**config.mk**
```make
export PLATFORM = sky130hd
export DESIGN_NAME = ddgo_dp
export DESIGN_NICKNAME = d
export VERILOG_FILES = /design/src/rtl/ddgo_pkg.sv /design/src/rtl/ddgo_dp.sv
export SDC_FILE = /design/constraint.sdc
export NUM_CORES = 2
export LEC_CHECK = 0
export ABC_AREA = 1
export BUFFER_PORTS_ARGS = -buffer_cell sky130_fd_sc_hd__buf_2
export CORE_UTILIZATION = 45
export CTS_BUF_LIST = sky130_fd_sc_hd__clkbuf_4
export CTS_CLUSTER_SIZE = 40
export DETAILED_ROUTE_END_ITERATION = 12
export SYNTH_ARGS = -nofsm -noshare
export SYNTH_HDL_FRONTEND = slang
export SYNTH_SLANG_ARGS = --single-unit
```
**constraint.sdc**
```tcl
create_clock -name clk -period 13.3 [get_ports clk]
set_clock_uncertainty 0.15 [all_clocks]
set_input_delay 1.33 -clock clk [delete_from_list [all_inputs] [get_ports clk]]
set_output_delay 1.33 -clock clk [all_outputs]
set_load 0.005 [all_outputs]
```
**src/rtl/ddgo_pkg.sv**
```systemverilog
// Shared types, constants and the program table of the gyro odometry block.
package ddgo_pkg;

    // Fixed-point constants (Q2.30 trigonometry, Q16.16 arc)
    localparam logic [31:0] PI_Q30  = 32'd3373259426;
    localparam logic [31:0] Q30_ONE = 32'd1073741824;
    localparam logic [32:0] ARC_MAX = 33'h1_FFFF_FFFF;

    // Datapath operations
    typedef enum logic [3:0] {
        OP_NOP,
        OP_LOAD,
        OP_MUL,
        OP_WB_ARC,
        OP_WB_ANG,
        OP_WB_SQ,
        OP_WB_N,
        OP_WB_Q,
        OP_FIX,
        OP_WB_CHORD,
        OP_WB_SIN,
        OP_WB_DX,
        OP_WB_DY,
        OP_POSE,
        OP_POLY
    } op_t;

    // Multiplier operand A sources
    typedef enum logic [2:0] {
        ASEL_SMAG,
        ASEL_DMAG,
        ASEL_ANG,
        ASEL_ARC,
        ASEL_ROCT,
        ASEL_CHORD,
        ASEL_SQ,
        ASEL_N
    } asel_t;

    // Multiplier operand B sources
    typedef enum logic [2:0] {
        BSEL_SCALE,
        BSEL_PI,
        BSEL_ANG,
        BSEL_T,
        BSEL_COS,
        BSEL_SIN,
        BSEL_RECIP
    } bsel_t;

    // Coefficient sets: sinc uses entries 0..4, cosine 5..9
    localparam logic [3:0] KBASE_SINC = 4'd0;
    localparam logic [3:0] KBASE_COS  = 4'd5;

    typedef struct packed {
        op_t        kind;
        asel_t      a_sel;
        bsel_t      b_sel;
        logic [3:0] kidx;
    } cmd_t;

    typedef struct packed {
        logic out_hold;
    } status_t;

    // Horner divisor
    function automatic logic [6:0] k_val(input logic [3:0] idx);
        logic [6:0] v;
        case (idx)
            4'd0: v = 7'd110;
            4'd1: v = 7'd72;
            4'd2: v = 7'd42;
            4'd3: v = 7'd20;
            4'd4: v = 7'd6;
            4'd5: v = 7'd90;
            4'd6: v = 7'd56;
            4'd7: v = 7'd30;
            4'd8: v = 7'd12;
            4'd9: v = 7'd2;
            default: v = 7'd1;
        endcase
        return v;
    endfunction

    // Half of the divisor, added before division for rounding
    function automatic logic [5:0] k_half(input logic [3:0] idx);
        logic [5:0] v;
        case (idx)
            4'd0: v = 6'd55;
            4'd1: v = 6'd36;
            4'd2: v = 6'd21;
            4'd3: v = 6'd10;
            4'd4: v = 6'd3;
            4'd5: v = 6'd45;
            4'd6: v = 6'd28;
            4'd7: v = 6'd15;
            4'd8: v = 6'd6;
            4'd9: v = 6'd1;
            default: v = 6'd0;
        endcase
        return v;
    endfunction

    // floor(2^32 / k): estimate is exact or one low for dividends below 2^32
    function automatic logic [31:0] k_recip(input logic [3:0] idx);
        logic [31:0] v;
        case (idx)
            4'd0: v = 32'd39045157;
            4'd1: v = 32'd59652323;
            4'd2: v = 32'd102261126;
            4'd3: v = 32'd214748364;
            4'd4: v = 32'd715827882;
            4'd5: v = 32'd47721858;
            4'd6: v = 32'd76695844;
            4'd7: v = 32'd143165576;
            4'd8: v = 32'd357913941;
            4'd9: v = 32'd2147483648;
            default: v = 32'd0;
        endcase
        return v;
    endfunction

    function automatic cmd_t mk(input op_t k, input asel_t a, input bsel_t b,
                                input logic [3:0] ki);
        cmd_t c;
        c.kind  = k;
        c.a_sel = a;
        c.b_sel = b;
        c.kidx  = ki;
        return c;
    endfunction

    localparam int PROG_LAST = 21;

    // Main program; OP_POLY runs five Horner steps in the sequencer
    function automatic cmd_t prog(input logic [4:0] pc);
        cmd_t c;
        case (pc)
            5'd0:  c = mk(OP_MUL,      ASEL_SMAG,  BSEL_SCALE, 4'd0);
            5'd1:  c = mk(OP_WB_ARC,   ASEL_SMAG,  BSEL_SCALE, 4'd0);
            5'd2:  c = mk(OP_MUL,      ASEL_DMAG,  BSEL_PI,    4'd0);
            5'd3:  c = mk(OP_WB_ANG,   ASEL_DMAG,  BSEL_PI,    4'd0);
            5'd4:  c = mk(OP_MUL,      ASEL_ANG,   BSEL_ANG,   4'd0);
            5'd5:  c = mk(OP_WB_SQ,    ASEL_ANG,   BSEL_ANG,   4'd0);
            5'd6:  c = mk(OP_POLY,     ASEL_SQ,    BSEL_T,     KBASE_SINC);
            5'd7:  c = mk(OP_MUL,      ASEL_ARC,   BSEL_T,     4'd0);
            5'd8:  c = mk(OP_WB_CHORD, ASEL_ARC,   BSEL_T,     4'd0);
            5'd9:  c = mk(OP_MUL,      ASEL_ROCT,  BSEL_PI,    4'd0);
            5'd10: c = mk(OP_WB_ANG,   ASEL_ROCT,  BSEL_PI,    4'd0);
            5'd11: c = mk(OP_MUL,      ASEL_ANG,   BSEL_ANG,   4'd0);
            5'd12: c = mk(OP_WB_SQ,    ASEL_ANG,   BSEL_ANG,   4'd0);
            5'd13: c = mk(OP_POLY,     ASEL_SQ,    BSEL_T,     KBASE_SINC);
            5'd14: c = mk(OP_MUL,      ASEL_ANG,   BSEL_T,     4'd0);
            5'd15: c = mk(OP_WB_SIN,   ASEL_ANG,   BSEL_T,     4'd0);
            5'd16: c = mk(OP_POLY,     ASEL_SQ,    BSEL_T,     KBASE_COS);
            5'd17: c = mk(OP_MUL,      ASEL_CHORD, BSEL_COS,   4'd0);
            5'd18: c = mk(OP_WB_DX,    ASEL_CHORD, BSEL_COS,   4'd0);
            5'd19: c = mk(OP_MUL,      ASEL_CHORD, BSEL_SIN,   4'd0);
            5'd20: c = mk(OP_WB_DY,    ASEL_CHORD, BSEL_SIN,   4'd0);
            5'd21: c = mk(OP_POSE,     ASEL_CHORD, BSEL_SIN,   4'd0);
            default: c = mk(OP_NOP,    ASEL_SMAG,  BSEL_SCALE, 4'd0);
        endcase
        return c;
    endfunction

endpackage

```
**src/rtl/ddgo_dp.sv**
```systemverilog
// Datapath: deltas, shared multiplier, rounding write-back and pose update.
module ddgo_dp #(
    parameter int ANGLE_BITS = 16
) (
    input  logic               clk,
    input  logic               rst_n,
    input  ddgo_pkg::cmd_t     cmd,
    output ddgo_pkg::status_t  st,
    input  logic [23:0]        scale,
    input  logic signed [31:0] left_count,
    input  logic signed [31:0] right_count,
    input  logic [15:0]        gyro_heading,
    input  logic               out_stall,
    output logic               out_valid,
    output logic signed [31:0] x_position,
    output logic signed [31:0] y_position,
    output logic [15:0]        heading,
    output logic               saturated
);
    import ddgo_pkg::*;

    localparam int AB = ANGLE_BITS;

    // Persistent state
    logic [31:0]        last_left_reg, last_right_reg;
    logic [AB-1:0]      last_gyro_reg, heading_reg;
    logic signed [31:0] pose_x_reg, pose_y_reg;
    logic [15:0]        out_heading_reg;
    logic               out_valid_reg, out_sat_reg;

    logic [31:0]        last_left_next, last_right_next;
    logic [AB-1:0]      last_gyro_next, heading_next;
    logic signed [31:0] pose_x_next, pose_y_next;
    logic [15:0]        out_heading_next;
    logic               out_valid_next, out_sat_next;

    // Per-request working registers
    logic               sum_neg_reg, sum_neg_next;
    logic [32:0]        smag_reg, smag_next;
    logic [AB-1:0]      dmag_reg, dmag_next;
    logic [AB:0]        phi_reg, phi_next;
    logic [32:0]        arc_reg, arc_next;
    logic               sat_reg, sat_next;
    logic [30:0]        ang_reg, ang_next;
    logic [31:0]        sq_reg, sq_next;
    logic [31:0]        t_reg, t_next;
    logic [31:0]        n_reg, n_next;
    logic [30:0]        q_reg, q_next;
    logic [32:0]        chord_reg, chord_next;
    logic [30:0]        s_reg, s_next;
    logic [32:0]        dx_reg, dx_next, dy_reg, dy_next;
    logic [64:0]        prod_reg, prod_next;

    // Input deltas
    logic [31:0]    dl, dr;
    logic [32:0]    sum;
    logic [AB+15:0] gyro_ext;
    logic [AB-1:0]  gyro_a, draw;

    assign dl       = left_count - last_left_reg;
    assign dr       = right_count - last_right_reg;
    assign sum      = {dl[31], dl} + {dr[31], dr};
    assign gyro_ext = {{AB{1'b0}}, gyro_heading};
    assign gyro_a   = gyro_ext[AB-1:0];
    assign draw     = gyro_a - last_gyro_reg;

    // Octant reduction of the projection angle
    logic [2:0]    oct;
    logic [AB-3:0] rraw;
    logic [AB-2:0] roct;
    logic          swap, cneg, sneg;

    assign oct  = phi_reg[AB:AB-2];
    assign rraw = phi_reg[AB-3:0];
    assign roct = oct[0] ? ((AB-1)'(1) << (AB-2)) - {1'b0, rraw} : {1'b0, rraw};
    assign swap = oct inside {3'd1, 3'd2, 3'd5, 3'd6};
    assign cneg = oct inside {[3'd2:3'd5]};
    assign sneg = oct[2];

    logic [31:0] cos_sel, sin_sel;
    assign cos_sel = swap ? {1'b0, s_reg} : t_reg;
    assign sin_sel = swap ? t_reg : {1'b0, s_reg};

    // Shared multiplier operands
    logic [32:0] op_a;
    logic [31:0] op_b;

    always_comb
    begin
        case (cmd.a_sel)
            ASEL_SMAG:  op_a = smag_reg;
            ASEL_DMAG:  op_a = 33'(dmag_reg);
            ASEL_ANG:   op_a = 33'(ang_reg);
            ASEL_ARC:   op_a = arc_reg;
            ASEL_ROCT:  op_a = 33'(roct);
            ASEL_CHORD: op_a = chord_reg;
            ASEL_SQ:    op_a = 33'(sq_reg);
            ASEL_N:     op_a = 33'(n_reg);
            default:    op_a = 33'd0;
        endcase
        case (cmd.b_sel)
            BSEL_SCALE: op_b = 32'(scale);
            BSEL_PI:    op_b = PI_Q30;
            BSEL_ANG:   op_b = 32'(ang_reg);
            BSEL_T:     op_b = t_reg;
            BSEL_COS:   op_b = cos_sel;
            BSEL_SIN:   op_b = sin_sel;
            BSEL_RECIP: op_b = k_recip(cmd.kidx);
            default:    op_b = 32'd0;
        endcase
    end

    // Rounded views of the product
    logic [64:0] rnd30, rnd_ang, rnd8;
    assign rnd30   = prod_reg + 65'(Q30_ONE >> 1);
    assign rnd_ang = prod_reg + (65'(1) << (AB-1));
    assign rnd8    = prod_reg + 65'd128;

    // Quotient correction for the Horner divide
    logic [6:0]  kv;
    logic [37:0] qk, remn;
    logic [31:0] qc;
    assign kv   = k_val(cmd.kidx);
    assign qk   = 38'(q_reg) * 38'(kv);
    assign remn = 38'(n_reg) - qk;
    assign qc   = (remn >= 38'(kv)) ? 32'(q_reg) + 32'd1 : 32'(q_reg);

    // Pose accumulation with clipping
    logic signed [34:0] xsum, ysum, xadd, yadd;
    assign xadd = (sum_neg_reg ^ cneg) ? -$signed({2'b0, dx_reg}) : $signed({2'b0, dx_reg});
    assign yadd = (sum_neg_reg ^ sneg) ? -$signed({2'b0, dy_reg}) : $signed({2'b0, dy_reg});
    assign xsum = 35'(pose_x_reg) + xadd;
    assign ysum = 35'(pose_y_reg) + yadd;

    localparam logic signed [34:0] POS_MAX = 35'sd2147483647;
    localparam logic signed [34:0] POS_MIN = -35'sd2147483648;

    logic [AB+15:0] head_ext;
    assign head_ext = {16'b0, heading_reg};

    always_comb
    begin
        last_left_next   = last_left_reg;
        last_right_next  = last_right_reg;
        last_gyro_next   = last_gyro_reg;
        heading_next     = heading_reg;
        pose_x_next      = pose_x_reg;
        pose_y_next      = pose_y_reg;
        out_heading_next = out_heading_reg;
        out_sat_next     = out_sat_reg;
        out_valid_next   = out_valid_reg && out_stall;
        sum_neg_next     = sum_neg_reg;
        smag_next        = smag_reg;
        dmag_next        = dmag_reg;
        phi_next         = phi_reg;
        arc_next         = arc_reg;
        sat_next         = sat_reg;
        ang_next         = ang_reg;
        sq_next          = sq_reg;
        t_next           = t_reg;
        n_next           = n_reg;
        q_next           = q_reg;
        chord_next       = chord_reg;
        s_next           = s_reg;
        dx_next          = dx_reg;
        dy_next          = dy_reg;
        prod_next        = prod_reg;
        case (cmd.kind)
            OP_LOAD:
            begin
                // take the deltas and advance the heading
                sum_neg_next    = sum[32];
                smag_next       = sum[32] ? 33'(-sum) : sum;
                dmag_next       = draw[AB-1] ? AB'(-draw) : draw;
                phi_next        = {heading_reg, 1'b0} + {draw[AB-1], draw};
                heading_next    = heading_reg + draw;
                last_left_next  = left_count;
                last_right_next = right_count;
                last_gyro_next  = gyro_a;
                sat_next        = 1'b0;
            end
            OP_MUL:
            begin
                prod_next = 65'(op_a) * 65'(op_b);
            end
            OP_WB_ARC:
            begin
                // clip a huge arc before projection
                if (rnd8[64:41] != '0)
                begin
                    arc_next = ARC_MAX;
                    sat_next = 1'b1;
                end
                else
                begin
                    arc_next = rnd8[40:8];
                end
            end
            OP_WB_ANG:
            begin
                ang_next = rnd_ang[AB+30:AB];
            end
            OP_WB_SQ:
            begin
                sq_next = rnd30[61:30];
                t_next  = Q30_ONE;
            end
            OP_WB_N:
            begin
                n_next = rnd30[61:30] + 32'(k_half(cmd.kidx));
            end
            OP_WB_Q:
            begin
                q_next = prod_reg[62:32];
            end
            OP_FIX:
            begin
                t_next = (qc >= Q30_ONE) ? 32'd0 : Q30_ONE - qc;
            end
            OP_WB_CHORD:
            begin
                chord_next = rnd30[62:30];
            end
            OP_WB_SIN:
            begin
                s_next = rnd30[60:30];
                t_next = Q30_ONE;
            end
            OP_WB_DX:
            begin
                dx_next = rnd30[62:30];
            end
            OP_WB_DY:
            begin
                dy_next = rnd30[62:30];
            end
            OP_POSE:
            begin
                // commit the pose and load the result
                if (xsum > POS_MAX)
                begin
                    pose_x_next = 32'sh7FFF_FFFF;
                end
                else if (xsum < POS_MIN)
                begin
                    pose_x_next = -32'sh8000_0000;
                end
                else
                begin
                    pose_x_next = xsum[31:0];
                end
                if (ysum > POS_MAX)
                begin
                    pose_y_next = 32'sh7FFF_FFFF;
                end
                else if (ysum < POS_MIN)
                begin
                    pose_y_next = -32'sh8000_0000;
                end
                else
                begin
                    pose_y_next = ysum[31:0];
                end
                out_sat_next = sat_reg || (xsum > POS_MAX) || (xsum < POS_MIN)
                               || (ysum > POS_MAX) || (ysum < POS_MIN);
                out_heading_next = head_ext[15:0];
                out_valid_next   = 1'b1;
            end
            default:
            begin
                prod_next = prod_reg;
            end
        endcase
    end

    // Pose and result registers
    always_ff @(posedge clk or negedge rst_n)
    begin
        if (!rst_n)
        begin
            last_left_reg   <= '0;
            last_right_reg  <= '0;
            last_gyro_reg   <= '0;
            heading_reg     <= '0;
            pose_x_reg      <= '0;
            pose_y_reg      <= '0;
            out_heading_reg <= '0;
            out_sat_reg     <= 1'b0;
            out_valid_reg   <= 1'b0;
        end
        else
        begin
            last_left_reg   <= last_left_next;
            last_right_reg  <= last_right_next;
            last_gyro_reg   <= last_gyro_next;
            heading_reg     <= heading_next;
            pose_x_reg      <= pose_x_next;
            pose_y_reg      <= pose_y_next;
            out_heading_reg <= out_heading_next;
            out_sat_reg     <= out_sat_next;
            out_valid_reg   <= out_valid_next;
        end
    end

    // Working registers
    always_ff @(posedge clk)
    begin
        sum_neg_reg <= sum_neg_next;
        smag_reg    <= smag_next;
        dmag_reg    <= dmag_next;
        phi_reg     <= phi_next;
        arc_reg     <= arc_next;
        sat_reg     <= sat_next;
        ang_reg     <= ang_next;
        sq_reg      <= sq_next;
        t_reg       <= t_next;
        n_reg       <= n_next;
        q_reg       <= q_next;
        chord_reg   <= chord_next;
        s_reg       <= s_next;
        dx_reg      <= dx_next;
        dy_reg      <= dy_next;
        prod_reg    <= prod_next;
    end

    assign st.out_hold = out_valid_reg && out_stall;
    assign out_valid   = out_valid_reg;
    assign x_position  = pose_x_reg;
    assign y_position  = pose_y_reg;
    assign heading     = out_heading_reg;
    assign saturated   = out_sat_reg;

endmodule

```
==> Word-level counts from Yosys, hierarchy flattened <==
Memory sizes are Yosys's and may differ from the RTL's.
Cells that the tools add are included.
{ "word_totals": {"ff_bits": 632, "out_inout_bits": 83, "ramBits": 0, "rom_bits": 704, "elab_cells": 127, "memories": 3, "latchBits": 0, "input_bits": 121} }
{ "mem_list": {"columns": ["name", "depth", "word_bits", "read_ports", "rd_ports_with_merged_regs", "write_ports", "line", "text"], "rows": [
  ["(no name shown)", 16, 31, 1, 0, 0, "ddgo_pkg.sv:107", "case (idx)"],
  ["(no name shown)", 16, 7, 1, 0, 0, "ddgo_pkg.sv:69", "case (idx)"],
  ["(no name shown)", 16, 6, 1, 0, 0, "ddgo_pkg.sv:88", "case (idx)"]
]} }
{ "op_classes": {"n_reduce_logical": 14, "bitwise": 2, "mul": 2, "n_mux": 20, "n_eq_ne": 31, "magnitude_cmp": 8, "shift": 0, "div_mod_pow": 0, "n_addsub": 20} }
{ "ops": {"columns": ["operator", "count"], "rows": [
  ["2-to-1 mux 32 bit", 9],
  ["one-hot mux 33 bit (8 select lines)", 1],
  ["one-hot mux 32 bit (7 select lines)", 1],
  ["adder 32 x 35 -> 35 bit", 2],
  ["greater-than comparator 35 x 32 -> 1 bit (second input constant)", 2],
  ["less-than comparator 35 x 32 -> 1 bit (second input constant)", 2],
  ["2-to-1 mux 35 bit", 2],
  ["negation 33 -> 35 bit", 2],
  ["adder 65 x 8 -> 65 bit (second input constant)", 1],
  ["multiplier 33 x 32 -> 65 bit", 1],
  ["one-hot mux 32 bit (2 select lines)", 1],
  ["subtractor 32 bit", 2],
  ["adder 63 x 30 -> 63 bit (second input constant)", 1],
  ["adder 47 x 16 -> 47 bit (second input constant)", 1],
  ["greater-or-equal comparator 38 x 7 -> 1 bit", 1],
  ["multiplier 31 x 7 -> 38 bit", 1],
  ["subtractor 32 x 38 -> 38 bit", 1],
  ["adder 32 x 32 -> 33 bit", 1],
  ["negation 33 bit", 1],
  ["adder 31 x 1 -> 32 bit (second input constant)", 1],
  ["adder 32 x 6 -> 32 bit", 1],
  ["greater-or-equal comparator 32 x 31 -> 1 bit (second input constant)", 1],
  ["subtractor 31 x 32 -> 32 bit (first input constant)", 1],
  ["2-to-1 mux 15 bit", 2],
  ["other kinds (27)", 58]
]} }

==> Logic depth before layout (Yosys ltp) <==
{ "logic_depth": {"depth_word": 10, "mapped_depth": 47, "mapped_depth_nobuf": 45} }

==> Least setup slack after synthesis <==
No wires, ideal clock.
{ "synth_path": {"path_kind": "input to register", "start": "in cmd[0] in the netlist's numbering", "end": "reg prod_reg[51] (data pin)", "cell_stages": 34, "path_buffers": 1, "t_required_ps": 12898, "arrival_time_ps": 9017, "setup_time_ps": 252, "setup_slack_ps": 3880, "path_cell_list": "inv_1 -> ha_1 -> nand2_1 -> nor2_1 -> nor2_1 -> inv_1 -> nand2_1 -> nand2_1 -> a2111oi_0 -> clkbuf_1 -> nor2_1 -> fa_1 -> inv_1 -> fa_1 -> fa_1 -> fa_1 -> fa_1 -> inv_1 -> fa_1 -> fa_1 -> inv_1 -> fa_1 -> inv_1 -> ha_1 -> a21oi_1 -> o21ai_0 -> a21oi_1 -> a21oi_1 -> a2111oi_0 -> nand2_1 -> nand3_1 -> nand2_1 -> nand2_1 -> nand2_1"} }
{ "synth_via": {"elab_chain_cells": 3} }
{ "synth_rtl": {"columns": ["item", "line", "text"], "rows": [
  ["start: declaration", "ddgo_dp.sv:7", "input ddgo_pkg::cmd_t cmd,"],
  ["memory read (16 x 31 bit)", null, null],
  ["one-hot mux 32 bit (7 select lines)", "ddgo_dp.sv:101", "case (cmd.b_sel)"],
  ["multiplier 33 x 32 -> 65 bit", "ddgo_dp.sv:184", "prod_next = 65'(op_a) * 65'(op_b);"],
  ["end signal: assignment", "ddgo_dp.sv:323", "prod_reg <= prod_next;"],
  ["end: declaration", "ddgo_dp.sv:52", "logic [64:0] prod_reg, prod_next;"]
]} }
Every way passes these cells.
A chain may end at the register's enable or synchronous reset.

==> Final worst setup path <==
{ "layout_path": {"start": "reg phi_reg[14]", "end": "reg prod_reg[64] (data pin)"} }
{ "layout_via": {"elab_chain_cells": 5, "word_cells_on_any_way": 11, "cone_classes": "mul: 1; eq/ne: 4; mux: 5; reduce/logical: 1"} }
{ "layout_rtl": {"columns": ["item", "line", "text"], "rows": [
  ["start: declaration", "ddgo_dp.sv:41", "logic [AB:0] phi_reg, phi_next;"],
  ["start signal: assignment", "ddgo_dp.sv:311", "phi_reg <= phi_next;"],
  ["equality test 3 x 1 -> 1 bit, or another cell as far along", "ddgo_dp.sv:76", "assign swap = oct inside {3'd1, 3'd2, 3'd5, 3'd6};"],
  ["nonzero test 4 bit", "ddgo_dp.sv:76", null],
  ["2-to-1 mux 32 bit (on tied branches)", "ddgo_dp.sv:82, ddgo_dp.sv:81", null],
  ["one-hot mux 32 bit (7 select lines)", "ddgo_dp.sv:101", null],
  ["multiplier 33 x 32 -> 65 bit *", "ddgo_dp.sv:184", null]
]} }
Every way passes the cells marked *; elsewhere a longest branch is shown, timed or not.

==> results.md <==
- Outcome: finished, final reports clean
- Max_slew headroom: 0.0339
- Top cell type's share of synthesized area: 0.264
- Vias in the first global route: 75,900
- Post-Syn Area: 84,400 um^2
- Worst Setup Start Kind: flip-flop
- Critical path required time: 14.04 ns
- Router iterations before antenna repair: 6
- Total GRT Usage: 0.349
- Fraction of registers with async set/reset: 0.285
- Final setup fails: 0
- Synth top area cells: fa_1 (26%), edfxtp_1 (16%), nand2_1 (9.9%), inv_1 (9.3%), ha_1 (8.3%)
- Crit. Startpoint: phi_reg[14]
- Clk slew on worst S/H paths: 0.07 ns
- R2R Path Start: phi_reg[14]
- Worst Setup End Kind: flip-flop
- Synth Net Count: 12,400
- Routed length per instance: 24.6 um
- Hold Vio Cnt, Final: 0
- Minimum clock period: 11.26 ns
- WL final: 330,000 um
- Core area: 186,000 um^2
- Critical path's largest stage delay: 1.14 ns
- Starting Density: 0.454
- Gr ovfl total: 0
- Vias: 74,000
- Crit path DAT: 12.00 ns
- Die Span Y: 435 um
- Synth warn: 0
- FP Rows: 158
- Final worst-path cycle share: 0.846
- Die area: 189,000 um^2
- DR iter-0 viols: 6,905
- I/O Buffers: 203
- Synthesized instance count: 10,600
- Top_reg_cell synth: edfxtp_1
- Slowest stage cell, crit path: inv_1
- RSZ-0062 raised after global routing: false
- Post-CTS resize count: 0
- Worst-Margin Slew: 1.45 ns
- Hold_sp: out_stall
- Io pins: 204
- CTS tree: done
- R2R setup slack: 2.04 ns
- Class of the worst hold path: in2reg
- First-pass GRT wire length: 488,000 um
- # Max-Cap Violations: 0
- Post-CTS Repair Setup Buffers: 0
- Clk buf depth: 3
- Synth-to-Final Area Change: 7.78%
- Vias/cell: 5.52
- Post-Route Setup TNS: 0 ns
- Initial antenna violation count: 19
- Leading area contributor after synthesis: fa_1
- CP most frequent cell: nand2_1
- GPL Wtd Cong: 1.03
- Clock root buffer master: clkbuf_4
- Sequential area share after synthesis: 0.211
- Number of flops mapped to enable cells by yosys: 446
- Layout cells sized above 1: 0.0741
- # hold bufs at CTS: 1
- Net count, final: 12,600
- Clk_lat worst skew: 1.25 ns
- Max reg flops: 58
- Max Freq: 0.0888 GHz
- Clock sink count: 624
- Die span in x: 435 um
- Post-route DRC: 0
- Post-route ant nets: 0
- Largest net degree at the start of global routing: 219
- Number of synthesized register bits: 624
- Max Slew Vio Count: 0
- CP Class: reg2reg
- H-tree depth: 4
- Avg Cell Area, Syn: 7.99 um^2
- Yosys cell types: 68
- CTS buffer count: 174
- HPWL after detailed placement: 266,000 um
- Max FO, Critical Path: 19
==> final timing paths <==
path,to,cells after the start
worst max-delay path,prod_reg[64],38
worst min-delay path,out_valid,3
worst max register to register,prod_reg[64],38
worst min register to register,heading[10],2
max in group asynchronous,y_position[7],4
min in group asynchronous,last_right_reg[28],2
==> final cells by class <==
cell class / count / area, um^2
clock buffers: 242 / 1820
inverters: 2130 / 8000
well taps: 2480 / 3100
flip-flops and latches: 624 / 17800
fillers: 18600 / 94900
clock inverters: 72 / 420
diodes: 12 / 30.0
repair buffers: 347 / 2120
multi-input cells: 7496 / 57600
==> critical path: cells and delay by family, from the launching register on <==
family / cells / cell delay (ns)
adder cells (fa/ha/maj): 9 / 4.37
buffers and inverters: 10 / 2.52
AND/OR/NAND/NOR: 12 / 1.75
AO/OA/AOI/OAI: 7 / 1.30
flip-flops: 1 / 0.77
==> cells by family (layout without fill, tap and decap cells) <==
family	Yosys count	count (layout)	share of synthesized area
xor+xnor	500	500	0.0520
fa+ha+maj	1668	1668	0.346
flops	624	624	0.211
simple gates	4139	4139	0.200
compound gates	1188	1188	0.0802
other cells	1	13	0.0000444
buf+inv	2446	2791	0.110
==> cell usage in the layout (no fill, tap or decap), types with 57 or more instances in the layout <==
| master | count |
|---|---|
| buf_4 | 142 |
| edfxtp_1 | 446 |
| nand2_1 | 2215 |
| clkinv_1 | 57 |
| nor2_1 | 1229 |
| fa_1 | 1111 |
| inv_1 | 2092 |
| nand3_1 | 272 |
| ha_1 | 557 |
| dfrtp_1 | 178 |
| nand4_1 | 77 |
| buf_2 | 202 |
| o21ai_0 | 352 |
| a21oi_1 | 498 |
| clkbuf_4 | 242 |
| xnor2_1 | 122 |
| nor3_1 | 134 |
| xor2_1 | 376 |
==> layer usage <==
metal	track usage	vias up	part of all wire
met2	0.560	3169	0.46
met4	0.169	8	0.054
li1	-	33300	-
met3	0.0635	647	0.080
met1	0.453	36900	0.41
met5	0	-	0.00019
==> stage by stage <==
step	std cells	util	setup WS [ns]	cell area, um^2	hold slack [ns]
2_1_floorplan	10600	-	3.88	84400	0.271
3_3_place_gp	13100	0.477	1.10	88700	0.299
3_5_place_dp	13100	0.477	1.06	88700	0.304
4_1_cts	13400	0.489	1.48	90900	0.0701
5_1_grt	13400	0.489	1.57	90900	0.109
6_report	13400	0.489	2.04	91000	0.221
==> cell usage after synthesis (all sizes together) (37+ instances only) <==
library cell and n:
nand2 2238, inv 2114, nor2 1281, fa 1111, ha 557, a21oi 506, edfxtp 446, o21ai 386
xor2 378, nand3 284, clkbuf 279, dfrtp 178, nor3 141, xnor2 122, nand4 77, a31oi 51
nor4 45, buf 37
Power is left out: the tool's default activity adds up to more than one toggle a clock period on the data nets, which glitch-free logic cannot reach.
