[src/rtl/ddgo_pkg.sv]
// Shared types, constants and the program table of the gyro odometry block.
package ddgo_pkg;

    // Fixed-point constants (Q2.30 trigonometry, Q16.16 arc)
    localparam logic [31:0] PI_Q30  = 32'd3373259426;
    localparam logic [31:0] Q30_ONE = 32'd1073741824;
    localparam logic [32:0] ARC_MAX = 33'h1_FFFF_FFFF;

    // Datapath operations
    typedef enum logic [3:0] {
        OP_NOP,
        OP_LOAD,
        OP_MUL,
        OP_WB_ARC,
        OP_WB_ANG,
        OP_WB_SQ,
        OP_WB_N,
        OP_WB_Q,
        OP_FIX,
        OP_WB_CHORD,
        OP_WB_SIN,
        OP_WB_DX,
        OP_WB_DY,
        OP_POSE,
        OP_POLY
    } op_t;

    // Multiplier operand A sources
    typedef enum logic [2:0] {
        ASEL_SMAG,
        ASEL_DMAG,
        ASEL_ANG,
        ASEL_ARC,
        ASEL_ROCT,
        ASEL_CHORD,
        ASEL_SQ,
        ASEL_N
    } asel_t;

    // Multiplier operand B sources
    typedef enum logic [2:0] {
        BSEL_SCALE,
        BSEL_PI,
        BSEL_ANG,
        BSEL_T,
        BSEL_COS,
        BSEL_SIN,
        BSEL_RECIP
    } bsel_t;

    // Coefficient sets: sinc uses entries 0..4, cosine 5..9
    localparam logic [3:0] KBASE_SINC = 4'd0;
    localparam logic [3:0] KBASE_COS  = 4'd5;

    typedef struct packed {
        op_t        kind;
        asel_t      a_sel;
        bsel_t      b_sel;
        logic [3:0] kidx;
    } cmd_t;

    typedef struct packed {
        logic out_hold;
    } status_t;

    // Horner divisor
    function automatic logic [6:0] k_val(input logic [3:0] idx);
        logic [6:0] v;
        case (idx)
            4'd0: v = 7'd110;
            4'd1: v = 7'd72;
            4'd2: v = 7'd42;
            4'd3: v = 7'd20;
            4'd4: v = 7'd6;
            4'd5: v = 7'd90;
            4'd6: v = 7'd56;
            4'd7: v = 7'd30;
            4'd8: v = 7'd12;
            4'd9: v = 7'd2;
            default: v = 7'd1;
        endcase
        return v;
    endfunction

    // Half of the divisor, added before division for rounding
    function automatic logic [5:0] k_half(input logic [3:0] idx);
        logic [5:0] v;
        case (idx)
            4'd0: v = 6'd55;
            4'd1: v = 6'd36;
            4'd2: v = 6'd21;
            4'd3: v = 6'd10;
            4'd4: v = 6'd3;
            4'd5: v = 6'd45;
            4'd6: v = 6'd28;
            4'd7: v = 6'd15;
            4'd8: v = 6'd6;
            4'd9: v = 6'd1;
            default: v = 6'd0;
        endcase
        return v;
    endfunction

    // floor(2^32 / k): estimate is exact or one low for dividends below 2^32
    function automatic logic [31:0] k_recip(input logic [3:0] idx);
        logic [31:0] v;
        case (idx)
            4'd0: v = 32'd39045157;
            4'd1: v = 32'd59652323;
            4'd2: v = 32'd102261126;
            4'd3: v = 32'd214748364;
            4'd4: v = 32'd715827882;
            4'd5: v = 32'd47721858;
            4'd6: v = 32'd76695844;
            4'd7: v = 32'd143165576;
            4'd8: v = 32'd357913941;
            4'd9: v = 32'd2147483648;
            default: v = 32'd0;
        endcase
        return v;
    endfunction

    function automatic cmd_t mk(input op_t k, input asel_t a, input bsel_t b,
                                input logic [3:0] ki);
        cmd_t c;
        c.kind  = k;
        c.a_sel = a;
        c.b_sel = b;
        c.kidx  = ki;
        return c;
    endfunction

    localparam int PROG_LAST = 21;

    // Main program; OP_POLY runs five Horner steps in the sequencer
    function automatic cmd_t prog(input logic [4:0] pc);
        cmd_t c;
        case (pc)
            5'd0:  c = mk(OP_MUL,      ASEL_SMAG,  BSEL_SCALE, 4'd0);
            5'd1:  c = mk(OP_WB_ARC,   ASEL_SMAG,  BSEL_SCALE, 4'd0);
            5'd2:  c = mk(OP_MUL,      ASEL_DMAG,  BSEL_PI,    4'd0);
            5'd3:  c = mk(OP_WB_ANG,   ASEL_DMAG,  BSEL_PI,    4'd0);
            5'd4:  c = mk(OP_MUL,      ASEL_ANG,   BSEL_ANG,   4'd0);
            5'd5:  c = mk(OP_WB_SQ,    ASEL_ANG,   BSEL_ANG,   4'd0);
            5'd6:  c = mk(OP_POLY,     ASEL_SQ,    BSEL_T,     KBASE_SINC);
            5'd7:  c = mk(OP_MUL,      ASEL_ARC,   BSEL_T,     4'd0);
            5'd8:  c = mk(OP_WB_CHORD, ASEL_ARC,   BSEL_T,     4'd0);
            5'd9:  c = mk(OP_MUL,      ASEL_ROCT,  BSEL_PI,    4'd0);
            5'd10: c = mk(OP_WB_ANG,   ASEL_ROCT,  BSEL_PI,    4'd0);
            5'd11: c = mk(OP_MUL,      ASEL_ANG,   BSEL_ANG,   4'd0);
            5'd12: c = mk(OP_WB_SQ,    ASEL_ANG,   BSEL_ANG,   4'd0);
            5'd13: c = mk(OP_POLY,     ASEL_SQ,    BSEL_T,     KBASE_SINC);
            5'd14: c = mk(OP_MUL,      ASEL_ANG,   BSEL_T,     4'd0);
            5'd15: c = mk(OP_WB_SIN,   ASEL_ANG,   BSEL_T,     4'd0);
            5'd16: c = mk(OP_POLY,     ASEL_SQ,    BSEL_T,     KBASE_COS);
            5'd17: c = mk(OP_MUL,      ASEL_CHORD, BSEL_COS,   4'd0);
            5'd18: c = mk(OP_WB_DX,    ASEL_CHORD, BSEL_COS,   4'd0);
            5'd19: c = mk(OP_MUL,      ASEL_CHORD, BSEL_SIN,   4'd0);
            5'd20: c = mk(OP_WB_DY,    ASEL_CHORD, BSEL_SIN,   4'd0);
            5'd21: c = mk(OP_POSE,     ASEL_CHORD, BSEL_SIN,   4'd0);
            default: c = mk(OP_NOP,    ASEL_SMAG,  BSEL_SCALE, 4'd0);
        endcase
        return c;
    endfunction

endpackage

[src/rtl/ddgo_ctrl.sv]
// Sequencer: walks the program and expands each polynomial into Horner steps.
module ddgo_ctrl (
    input  logic             clk,
    input  logic             rst_n,
    input  logic             in_valid,
    output logic             in_stall,
    input  ddgo_pkg::status_t st,
    output ddgo_pkg::cmd_t   cmd
);
    import ddgo_pkg::*;

    typedef enum logic [2:0] {
        ST_IDLE = 3'b001,
        ST_RUN  = 3'b010,
        ST_POLY = 3'b100
    } state_t;

    typedef enum logic [2:0] {
        HS_MUL_XT,
        HS_WB_N,
        HS_MUL_RECIP,
        HS_WB_Q,
        HS_FIX
    } hstep_t;

    localparam logic [2:0] TERM_LAST = 3'd4;

    state_t      state_reg, state_next;
    logic [4:0]  pc_reg, pc_next;
    hstep_t      sub_reg, sub_next;
    logic [2:0]  it_reg, it_next;
    cmd_t        uop;
    logic [3:0]  kidx;

    assign uop  = prog(pc_reg);
    assign kidx = 4'(uop.kidx + {1'b0, it_reg});

    // Next state and command issue
    always_comb
    begin
        state_next = state_reg;
        pc_next    = pc_reg;
        sub_next   = sub_reg;
        it_next    = it_reg;
        in_stall   = 1'b1;
        cmd        = mk(OP_NOP, ASEL_SMAG, BSEL_SCALE, 4'd0);
        case (state_reg)
            ST_IDLE:
            begin
                in_stall = 1'b0;
                if (in_valid)
                begin
                    cmd        = mk(OP_LOAD, ASEL_SMAG, BSEL_SCALE, 4'd0);
                    pc_next    = 5'd0;
                    state_next = ST_RUN;
                end
            end
            ST_RUN:
            begin
                if (uop.kind == OP_POLY)
                begin
                    sub_next   = HS_MUL_XT;
                    it_next    = 3'd0;
                    state_next = ST_POLY;
                end
                else if (uop.kind == OP_POSE)
                begin
                    // hold the pose update while the last result is unread
                    if (!st.out_hold)
                    begin
                        cmd        = uop;
                        state_next = ST_IDLE;
                    end
                end
                else
                begin
                    cmd     = uop;
                    pc_next = 5'(pc_reg + 5'd1);
                end
            end
            ST_POLY:
            begin
                case (sub_reg)
                    HS_MUL_XT:    cmd = mk(OP_MUL,  ASEL_SQ, BSEL_T,     kidx);
                    HS_WB_N:      cmd = mk(OP_WB_N, ASEL_SQ, BSEL_T,     kidx);
                    HS_MUL_RECIP: cmd = mk(OP_MUL,  ASEL_N,  BSEL_RECIP, kidx);
                    HS_WB_Q:      cmd = mk(OP_WB_Q, ASEL_N,  BSEL_RECIP, kidx);
                    HS_FIX:       cmd = mk(OP_FIX,  ASEL_N,  BSEL_RECIP, kidx);
                    default:      cmd = mk(OP_NOP,  ASEL_SQ, BSEL_T,     kidx);
                endcase
                if (sub_reg == HS_FIX)
                begin
                    sub_next = HS_MUL_XT;
                    if (it_reg == TERM_LAST)
                    begin
                        it_next    = 3'd0;
                        pc_next    = 5'(pc_reg + 5'd1);
                        state_next = ST_RUN;
                    end
                    else
                    begin
                        it_next = 3'(it_reg + 3'd1);
                    end
                end
                else
                begin
                    sub_next = hstep_t'(3'(sub_reg + 3'd1));
                end
            end
            default:
            begin
                state_next = ST_IDLE;
            end
        endcase
    end

    // Controller registers
    always_ff @(posedge clk or negedge rst_n)
    begin
        if (!rst_n)
        begin
            state_reg <= ST_IDLE;
            pc_reg    <= 5'd0;
            sub_reg   <= HS_MUL_XT;
            it_reg    <= 3'd0;
        end
        else
        begin
            state_reg <= state_next;
            pc_reg    <= pc_next;
            sub_reg   <= sub_next;
            it_reg    <= it_next;
        end
    end

endmodule

[config.mk]
export PLATFORM = sky130hd
export DESIGN_NAME = ddgo_ctrl
export DESIGN_NICKNAME = d
export VERILOG_FILES = /design/src/rtl/ddgo_pkg.sv /design/src/rtl/ddgo_ctrl.sv
export SDC_FILE = /design/constraint.sdc
export NUM_CORES = 1
export LEC_CHECK = 0
export BUFFER_PORTS_ARGS = -buffer_cell sky130_fd_sc_hd__buf_2
export CAP_MARGIN = 20
export CORE_MARGIN = 5
export CORE_UTILIZATION = 58
export CTS_CLUSTER_SIZE = 30
export DETAILED_ROUTE_END_ITERATION = 10
export GPL_TIMING_DRIVEN = 0
export HOLD_SLACK_MARGIN = 0.08
export PLACE_DENSITY = 0.8
export SYNTH_ARGS = -nofsm -noshare
export SYNTH_HDL_FRONTEND = slang
export SYNTH_SLANG_ARGS = --single-unit
[constraint.sdc]
create_clock -name clk -period 3.45 [get_ports clk]
set_input_delay 0.5175 -clock clk [delete_from_list [all_inputs] [get_ports clk]]
set_output_delay 0.5175 -clock clk [all_outputs]
set_load 0.02 [all_outputs]
### Word-level counts from Yosys, hierarchy flattened

Memory sizes are Yosys's and may differ from the RTL's.
Index checks and enable logic that the tools add are counted.

* word-level logic and storage cells: 60
* bits in registers: 14
* output and inout port bits: 15
* memories kept: 1
* ROM bits: 384

Memory list
* (name not given): depth 32, bits a word 12, rd ports 1, clocked after Yosys merged registers in 0, write ports 0, RTL line ddgo_pkg.sv:138 `case (pc)`

* reduce and logical (&&, ||, !) cells: 7
* multiplexer cells: 26
* $add $sub $neg: 4
* equal/unequal tests: 18

Operator list (count)
* 14-bit case mux with 5 select lines: 1
* 14-bit 2-to-1 mux: 3
* 14-bit case mux with 3 select lines: 1
* 3-bit 2-to-1 mux: 10
* 5-bit 2-to-1 mux: 5
* 5-bit case mux with 3 select lines: 1
* 2-bit != test, second input constant: 6
* 3-bit case mux with 2 select lines: 2
* 11-bit 2-to-1 mux: 1
* 3-bit by 2-bit equality test with 1-bit output, second input constant: 3
* 3-bit equality test, second input constant: 3
* 3-bit case mux with 3 select lines: 1
* 4-bit equality test, second input constant: 2
* 3-bit by 1-bit adder with 3-bit output, second input constant: 2
* 3-bit by 1-bit equality test with 1-bit output, second input constant: 2
* 3-bit != test, second input constant: 2
* 6-bit AND reduction: 1
* 5-bit by 1-bit adder with 5-bit output, second input constant: 1
* 5-bit AND reduction: 1
* 4-bit by 3-bit adder with 4-bit output: 1
* 3-bit zero test: 1
* 3-bit AND reduction: 1
* 3-bit nonzero test: 1
* 2-bit AND reduction: 1
* 2 further kinds: 2

### Longest topological paths before layout

Gate-level depths: netlist of run 1.
An unclocked memory read counts as a cell.

* depth after elaboration: 5
* gate-level depth with buffers: 9

### Least setup slack after synthesis of run 1

No wires, ideal clock.

* path kind: flip-flop to output port
* start point: reg pc_reg[0]
* end point: out cmd[8] (netlist bit)
* cell stages (with the launch flop): 8
* setup slack: 0.303 ns
* arrival: 2.629 ns
* cells stage by stage: dfrtp_1 -> inv_1 -> ha_1 -> mux4_2 -> a31oi_4 -> a211oi_2 -> o21ai_0 -> buf_4

RTL lines
* from (decl): RTL line ddgo_ctrl.sv:29 `logic [4:0] pc_reg, pc_next;`
* from (signal assigned): RTL line ddgo_ctrl.sv:130 `pc_reg <= pc_next;`
* to (decl): RTL line ddgo_ctrl.sv:8 `output ddgo_pkg::cmd_t cmd`

==> summary.txt, run 1 <==
Status: finished clean
Max-slew violations: 0
Largest area contributor in the netlist: dfrtp_1
Post-DP HPWL: 2.909 mm
Combinational power share: 0.021
Layout cells sized above 1: 0.1682
Sw Pwr: 0.00005929 W
Setup crit end kind: output pin
Number of max-cap violations: 0
Tmin final: 3318 ps
Synth async-reset ratio: 1.000
Switching share of power: 0.2200
Port Buffers: 18
Total CTS buffers: 3
Final net count: 236
RSZ-0062 raised after global routing: no
Worst skew pair latency: 280 ps
Clock transition at path regs: 90 ps
GPL Wtd Cong: 0.8959
Placed insts: 239
VDD IR max: 165.4 uV
Number of I/O pins: 19
Initial antenna violation count: 0
Top-count cell post-synth: a21oi_1
Initial Util: 0.6086
Synth Flop Type: dfrtp_1
Library cells used by synthesis: 47
Synth Warn #: 0
Fill count: 221
DRT Pass-1 Iters: 4
Post-CTS setup buffer count: 0
Hold Buf Count CTS: 0
Synthesized area: 0.001521 mm2
Slowest stage delay, CP: 530 ps
WL met1: 1.743 mm
Clk buf depth: 2
Uppermost layer routed: met4
Critical path type: reg -> out
CTS tree: yes
Cell Int Power: 0.0002102 W
Lkg Pwr: 0.7986 nW
Post-synth EDFFs: 0
Final Non-Filler Cells: 244
CP startpoint kind: flop
Register area: 352.8 um2
Post-route ant nets: 0
Hold Slack: 113.6 ps
Crit-path max FO: 8
Wire length on met3: 282 um
Flop pwr share: 0.608
Seq cells post-synth: 14
Clk pwr share: 0.370
Reg2Reg Depth: 7
Antenna diodes: 0
Crit-path cells: inv_2 > ha_1 > mux4_2 > a31oi_4 > a211oi_4 > o32ai_1 > buf_2
Global-route usage over all layers: 0.2183
Critical path startpoint: pc_reg[1]
Crit path capture: cmd[13]
Synth top area cells: dfrtp_1 21%, ha_1 14%, a21oi_1 5.9%, o21ai_0 5.6%, nand2b_1 4.9%
Width of the die: 61.22 um
Required @ worst endpoint: 2930 ps
Clock Skews: 6.273 ps
Core Area: 0.002500 mm2
Synth Instances: 191
FMAX: 301.4 MHz
Setup TNS: 0 ps
Final setup viols: 0
CTS Sinks: 14
Die Height: 61.22 um
Pwr per Cell Area: 158.3 mW/mm2
First-pass GRT wire length: 6.223 mm
Routed vias: 1,527
Vias in the first global route: 1,413
H-tree depth: 1
Crit-path slowest cell: mux4_2
Crit path DAT: 2800 ps
Multi-input logic area: 0.001099 mm2
Final hold violation count: 0
Grt ovf: 0
Share of the synthesized area in the top cell type: 0.2138
Reg2reg end: pc_reg[3]
Syn avg cell area: 7.966 um2
Row cnt: 18
Via density: 6.258
Routed len/inst: 15.54 um
Final WL: 3.791 mm
DIE AREA: 0.003747 mm2
R2r setup slk: 760 ps
Met2 wire len: 1.691 mm
Measured slew at the worst slew-check pin: 541.6 ps
Sequential share of the synthesized area: 0.2311
Clk root buf: clkbuf_4
Initial drt markers: 120
Largest net degree at the start of global routing: 15
Layout Utilization: 0.6812
RR Startpoint: pc_reg[1]
Min-delay worst type: in -> async
Largest register FFs: 5
Net Count, Synth: 212
Synth cell count leaders: 18 x a21oi_1, 17 x ha_1, 17 x o21ai_0
Relative slew slack: 0.6390
Fin crit share: 0.9618
Area Overhead vs Synth: 11.92%
Residual DRC: 0
logic make-up after synthesis:
family,synth area share
flip-flops,0.2311
buffers and inverters,0.06414
multiplexers,0.03454
adder cells (fa/ha/maj),0.1398
AND/OR/NAND/NOR,0.2179
XOR/XNOR,0.005758
AO/OA/AOI/OAI,0.3068
metal layers:
layer  vias to the layer above  global-route usage
li1                        754                   -
met1                       700              0.3024
met2                        63              0.3414
met3                        10             0.03145
met4                         0             0.08669
met5                         -                   0
worst min-delay path by stage:
stage | endpoint | from | cells past startpoint | slack [ps]
CTS | sub_reg[0] | rst_n | 1 | 120
floorplan | it_reg[0] | rst_n | 0 | 220
global route | sub_reg[0] | rst_n | 1 | 130
detailed placement | sub_reg[0] | rst_n | 1 | 430
finish | sub_reg[0] | rst_n | 1 | 110
global placement | sub_reg[0] | rst_n | 1 | 430
what timing repair did:
action                                  CTS  global route
gates cloned                              0             1
gates resized for setup                   1             3
pin swaps                                 0             1
endpoints found under the setup margin    1            11
per-stage QoR:
step	power, W	setup WS (ps)	area, um2
after floorplan	0.0001676	303.5	1521
after global placement	0.0001729	302.6	1649
after detailed placement	0.0001730	252.1	1649
after CTS	0.0002740	43.08	1683
after global routing	0.0002807	15.70	1703
final	0.0002695	131.9	1703
layout make-up:
type | count | share of cell area
buffer | 8 | 0.02425
clock buffer | 4 | 0.01543
inverter | 15 | 0.03306
multi-input combinational | 155 | 0.6451
sequential | 14 | 0.2072
tap | 30 | 0.02204
timing repair buffer | 18 | 0.05290
cells in the final DEF, fill, tap and decap left out, types with 3 or more instances in the layout:
cell type | Yosys | layout
nor2_1 | 13 | 13
clkbuf_1 | 3 | 4
inv_1 | 14 | 14
or3_1 | 3 | 3
o22ai_1 | 3 | 3
dfrtp_1 | 13 | 12
nand2b_1 | 12 | 12
a21oi_1 | 18 | 18
o32ai_1 | 3 | 3
clkbuf_4 | 0 | 3
nand2_1 | 16 | 16
a32o_1 | 3 | 3
buf_2 | 3 | 21
mux2i_1 | 3 | 3
nor2b_1 | 4 | 4
ha_1 | 17 | 17
o21ai_0 | 17 | 16
o31ai_1 | 6 | 6
nand3_1 | 6 | 6
power groups by stage:
stage / Sequential (W) / Combinational [W] / Clock [W]
after global placement: 0.000167 / 0.00000565 / 0
after CTS: 0.000164 / 0.00000582 / 0.000104
final: 0.000164 / 0.00000573 / 0.0000998
after detailed placement: 0.000167 / 0.00000582 / 0
after global routing: 0.000164 / 0.00000657 / 0.000110
after floorplan: 0.000167 / 0.000000377 / 0
critical path: cells and delay by family, from the launching register on:
| kind | cells | cell delay, ps |
|---|---|---|
| AO/OA/AOI/OAI | 3 | 760 |
| adder cells (fa/ha/maj) | 1 | 360 |
| buffers and inverters | 2 | 360 |
| flip-flops | 1 | 510 |
| multiplexers | 1 | 530 |
No activity file was read; power rests on OpenSTA's default activity.
==> inputs of run 2 (changes only) <==
--- a/config.mk
+++ b/config.mk
@@ -5,15 +5,17 @@
 export SDC_FILE = /design/constraint.sdc
 export NUM_CORES = 1
 export LEC_CHECK = 0
+export ABC_AREA = 1
 export BUFFER_PORTS_ARGS = -buffer_cell sky130_fd_sc_hd__buf_2
 export CAP_MARGIN = 20
 export CORE_MARGIN = 5
-export CORE_UTILIZATION = 58
+export CORE_UTILIZATION = 50
 export CTS_CLUSTER_SIZE = 30
 export DETAILED_ROUTE_END_ITERATION = 10
 export GPL_TIMING_DRIVEN = 0
 export HOLD_SLACK_MARGIN = 0.08
-export PLACE_DENSITY = 0.8
+export PLACE_DENSITY = 0.7
+export SETUP_SLACK_MARGIN = 0.3
 export SYNTH_ARGS = -nofsm -noshare
 export SYNTH_HDL_FRONTEND = slang
 export SYNTH_SLANG_ARGS = --single-unit
==> summary.txt, run 2 <==
Status: finished clean
Tmin final: 2940 ps
Global-route usage over all layers: 0.1891
Top-count cell post-synth: nand2_1
Fin crit share: 0.8522
Clock Skews: 5.541 ps
Synth Warn #: 0
Synth Instances: 243
Setup crit end kind: output pin
Max-slew violations: 0
Pwr per Cell Area: 412.0 mW/mm2
Crit path DAT: 2420 ps
Commonest cells after routing, fill and taps aside: 65 x nand2_1, 26 x inv_1, 24 x nand3_1
Min-delay worst type: in -> async
Synth cell count leaders: 65 x nand2_1, 28 x inv_1, 24 x nand3_1
Synth top area cells: dfrtp_1 19%, nand2_1 15%, ha_1 13%, nand3_1 7.2%, inv_1 6.3%
Final hold violation count: 0
Largest register FFs: 5
Vias in the first global route: 1,527
Commonest non-fill, non-tap cell in the layout: nand2_1
Post-route total power: 0.0007825 W
Synthesized area: 0.001672 mm2
Residual DRC: 0
Final WL: 3.868 mm
Post-Synth XOR/XNOR Area: 0.005240
Synth Area in Compound Gates: 0.1287
Final setup viols: 0
FMAX: 340.1 MHz
CTS tree: yes
CP startpoint kind: flop
Largest net degree at the start of global routing: 15
Required @ worst endpoint: 2930 ps
Final net count: 292
First-pass GRT wire length: 6.706 mm
Synth Flop Type: dfrtp_1
Mux contribution to synthesized area: 0
DIE AREA: 0.004600 mm2
Post-DP HPWL: 2.998 mm
Initial drt markers: 127
Routed len/inst: 12.24 um
Post-synth EDFFs: 0
WL met1: 1.920 mm
Sequential share of the synthesized area: 0.2103
Crit-path max FO: 8
Syn avg cell area: 6.879 um2
Core Area: 0.003284 mm2
Initial antenna violation count: 0
Number of I/O pins: 19
Final Cell Area: 0.001899 mm2
Area Overhead vs Synth: 13.62%
GPL Wtd Cong: 0.8908
Number of max-cap violations: 0
Largest area contributor in the netlist: dfrtp_1
H-tree depth: 1
Critical path type: reg -> out
Post-Synth Adder-Cell Area: 0.1272
Share of the synthesized area in the top cell type: 0.1946
Clk root buf: clkbuf_4
Measured slew at the worst slew-check pin: 318.3 ps
Seq cells post-synth: 14
Total CTS buffers: 3
Initial Util: 0.5090
Row cnt: 21
Register area: 354.1 um2
Met2 wire len: 1.665 mm
Layout cells sized above 1: 0.2630
Library cells used by synthesis: 37
Lkg Pwr: 1.035 nW
Worst skew pair latency: 290 ps
Post-route ant nets: 0
Port Buffers: 18
DRT Pass-1 Iters: 4
Setup TNS: 0 ps
Clk buf depth: 2
RSZ-0062 raised after global routing: no
Routed vias: 1,611
Fill count: 323
Clock transition at path regs: 100 ps
Wire length on met3: 223 um
Dpl cell area: 0.001819 mm2
Synth async-reset ratio: 1.000
VDD IR max: 356.8 uV
Combinational family with the most area after synthesis: simple AND/OR/NAND/NOR gates
Post-Synth Simple-Gate Area: 0.4184
Die Height: 67.82 um
Antenna diodes: 0
CTS Sinks: 14
Width of the die: 67.82 um
Grt ovf: 0
Net Count, Synth: 264
Uppermost layer routed: met4
Multi-input logic area: 0.001136 mm2
Via density: 5.098
Relative slew slack: 0.7856
run 2: changes by cell type after synthesis, sizes merged, moves of 5 or more:
cell | before | now
nand2 | 16 | 72
nand3 | 6 | 31
nand4 | 1 | 6
nand2b | 12 | 0
a21oi | 18 | 8
inv | 15 | 31
nor2 | 13 | 24
run 2: kinds of logic after synthesis:
group | Yosys count
DFF | 14
xor gates and xnor gates | 1
and+or+nand+nor | 139
buffers and inverters | 38
adders and majority gates | 17
AOI/OAI and AO/OA | 34
run 2: worst max-delay path, cell delays in order (launching register included):
cell	delay [ps]
dfrtp_2	460
clkinvlp_4	110
buf_4	140
ha_1	200
inv_1	50
nand2_1	90
nand3_1	90
nand3_1	100
nand2_1	120
nor2_8	140
nand3_2	170
nand3_1	130
nand2_1	60
buf_4	130
buf_2	150
run 2: path summary, 6_finish.rpt:
| kind | cells past startpoint | from | end | slack, ps |
|---|---|---|---|---|
| setup reg to reg | 14 | pc_reg[0] | state_reg[1] | 1350 |
| min in group clk | 2 | it_reg[2] | it_reg[2] | 570 |
| hold / removal | 1 | rst_n | state_reg[1] | 110 |
| max in group asynchronous | 1 | rst_n | state_reg[0] | 3050 |
| setup / recovery | 14 | pc_reg[0] | cmd[8] | 510 |
| hold reg to reg | 2 | it_reg[2] | it_reg[2] | 570 |
run 2: through the flow:
| stage | hold WS [ps] | util | instances | worst slack [ps] |
|---|---|---|---|---|
| after global routing | 127.7 | 0.5783 | 316 | 288.5 |
| after CTS | 122.2 | 0.5650 | 311 | 360.0 |
| final | 113.3 | 0.5783 | 316 | 509.8 |
| after global placement | 435.5 | 0.5539 | 307 | 681.1 |
| after floorplan | 221.9 | - | 243 | 893.7 |
| after detailed placement | 437.0 | 0.5539 | 307 | 684.9 |
run 2: layout make-up:
| class | instances | share of cell area |
|---|---|---|
| plain buffers | 7 | 0.03426 |
| multi-input cells | 191 | 0.5982 |
| repair buffers | 23 | 0.06719 |
| well taps | 46 | 0.03030 |
| clock buffers | 4 | 0.01910 |
| inverters | 31 | 0.06456 |
| flip-flops and latches | 14 | 0.1864 |
run 2: timing repair:
action,CTS,global route
setup buffers,0,5
hold buffers,0,0
endpoints found under the setup margin,0,12
gates resized for setup,0,4
run 2: power breakdown:
group | leakage, nW | internal, W | switching (W)
clock | 0.0210 | 0.0000643 | 0.0000605
sequential | 0.187 | 0.000192 | 0.0000264
combinational | 0.827 | 0.000153 | 0.000286
total | 1.03 | 0.000409 | 0.000373
run 2: per-layer routing:
layer | track usage | vias to the layer above
met1 | 0.2628 | 713
met2 | 0.2989 | 43
li1 | - | 847
met5 | 0 | -
met3 | 0.03284 | 8
met4 | 0.05707 | 0
==> inputs of run 3 (changes only) <==
--- a/config.mk
+++ b/config.mk
@@ -8,6 +8,7 @@
 export ABC_AREA = 1
 export BUFFER_PORTS_ARGS = -buffer_cell sky130_fd_sc_hd__buf_2
 export CAP_MARGIN = 20
+export CORE_ASPECT_RATIO = 0.5
 export CORE_MARGIN = 5
 export CORE_UTILIZATION = 50
 export CTS_CLUSTER_SIZE = 30
==> summary.txt, run 3 (synthesis gave the netlist of run 2 again) <==
Critical path type: reg -> out
Initial antenna violation count: 0
Final net count: 292
Relative slew slack: 0.7568
Antenna diodes: 0
Number of max-cap violations: 0
Commonest non-fill, non-tap cell in the layout: nand2_1
Global-route usage over all layers: 0.1839
First-pass GRT wire length: 6.996 mm
Initial drt markers: 58
Setup TNS: 0 ps
Routed len/inst: 12.95 um
Combinational power share: 0.536
GPL Wtd Cong: 0.9265
Critical path startpoint: pc_reg[0]
Placed insts: 301
Wire length on met3: 154 um
Max-slew violations: 0
Switching share of power: 0.4601
Crit-path max FO: 10
Met2 wire len: 1.910 mm
Layout cells sized above 1: 0.2593
Grt ovf: 0
Routed vias: 1,661
Clk root buf: clkbuf_8
RSZ-0062 raised after global routing: no
Uppermost layer routed: met4
Port Buffers: 18
Measured slew at the worst slew-check pin: 364.8 ps
Cell Int Power: 0.0004487 W
Final Non-Filler Cells: 310
Crit path DAT: 2370 ps
Final WL: 4.016 mm
VDD IR max: 231.5 uV
Worst skew pair latency: 250 ps
Post-DP HPWL: 3.189 mm
RR Startpoint: pc_reg[0]
Row cnt: 14
Lkg Pwr: 1.040 nW
DIE AREA: 0.004670 mm2
CTS Sinks: 14
Commonest cells after routing, fill and taps aside: 65 x nand2_1, 27 x inv_1, 24 x nand3_1
Status: finished clean
H-tree depth: 1
Sw Pwr: 0.0003825 W
Required @ worst endpoint: 2930 ps
Clk buf depth: 2
Area Overhead vs Synth: 14.30%
Tmin final: 2888 ps
Setup crit end kind: output pin
Width of the die: 91.77 um
Post-route ant nets: 0
Via density: 5.358
Clock transition at path regs: 60 ps
CP startpoint kind: flop
Largest net degree at the start of global routing: 15
Total CTS buffers: 3
Final hold violation count: 0
Number of I/O pins: 19
Clock Skews: 1.013 ps
Initial Util: 0.5391
WL met1: 1.927 mm
DRT Pass-1 Iters: 4
Residual DRC: 0
Largest register FFs: 5
Min-delay worst type: in -> async
FMAX: 346.3 MHz
Core Area: 0.003100 mm2
Fin crit share: 0.8371
Pwr per Cell Area: 435.1 mW/mm2
CTS tree: yes
Clk pwr share: 0.200
Flop pwr share: 0.264
Hold Buf Count CTS: 0
Die Height: 50.89 um
Final setup viols: 0
Vias in the first global route: 1,517
[run 3: cell types whose count changed in the layout (fill, tap and decap cells not counted)]
cell / before / now
clkbuf_4: 3 / 0
clkbuf_8: 1 / 4
inv_1: 26 / 27
inv_2: 3 / 2
[run 3: area by class of cell]
cell class | instances | area (um2)
repair buffers | 23 | 127.6
fillers | 295 | 1190
clock buffers | 4 | 55.05
well taps | 40 | 50.05
multi-input cells | 191 | 1136
inverters | 31 | 122.6
plain buffers | 7 | 65.06
flip-flops and latches | 14 | 354.1
[run 3: routing by layer]
layer,vias to the layer above,track usage
met5,-,0
met2,35,0.3180
li1,854,-
met1,768,0.2371
met4,0,0.04433
met3,4,0.04252
[run 3: repair_timing]
item,in CTS,in global routing
setup buffers,0,5
setup endpoints to repair,0,9
resized for setup,0,3
[run 3: power by group through the flow]
stage	Combinational, W	Clock [W]	Sequential, W
after floorplan	0.000303	0	0.000214
after global placement	0.000383	0	0.000223
after detailed placement	0.000390	0	0.000225
after CTS	0.000391	0.000172	0.000222
after global routing	0.000498	0.000182	0.000223
final	0.000446	0.000166	0.000219
[run 3: critical path, stage by stage (launching register included)]
cell	delay [ps]
dfrtp_2	410
clkinvlp_4	170
ha_1	320
inv_1	130
nand2_1	60
nand3_1	100
nand2_1	50
nand2_1	60
nand2_1	70
nand2_1	80
nor2_2	50
nor2_4	180
nand3_1	90
nand2_1	80
buf_4	100
buf_2	150
[run 3: worst paths after layout]
check                          endpoint  slack [ps]  depth (start not counted)
max                              cmd[8]         560                         15
min reg2reg                   it_reg[2]         570                          2
min                          sub_reg[1]         150                          1
max reg2reg                   it_reg[1]        1410                         13
max in group asynchronous  state_reg[0]        3010                          1
min in group clk              it_reg[2]         570                          2
[run 3: stage by stage]
| step | instance area [um2] | setup slack, ps | hold WS (ps) | utilization | total power [W] |
|---|---|---|---|---|---|
| 2_1_floorplan | 1672 | 893.7 | 221.9 | - | 0.0005176 |
| 3_3_place_gp | 1812 | 683.8 | 434.7 | 0.5843 | 0.0006066 |
| 3_5_place_dp | 1812 | 666.8 | 438.6 | 0.5843 | 0.0006145 |
| 4_1_cts | 1867 | 387.0 | 161.9 | 0.6021 | 0.0007848 |
| 5_1_grt | 1911 | 333.5 | 176.9 | 0.6162 | 0.0009027 |
| 6_report | 1911 | 562.1 | 152.9 | 0.6162 | 0.0008312 |
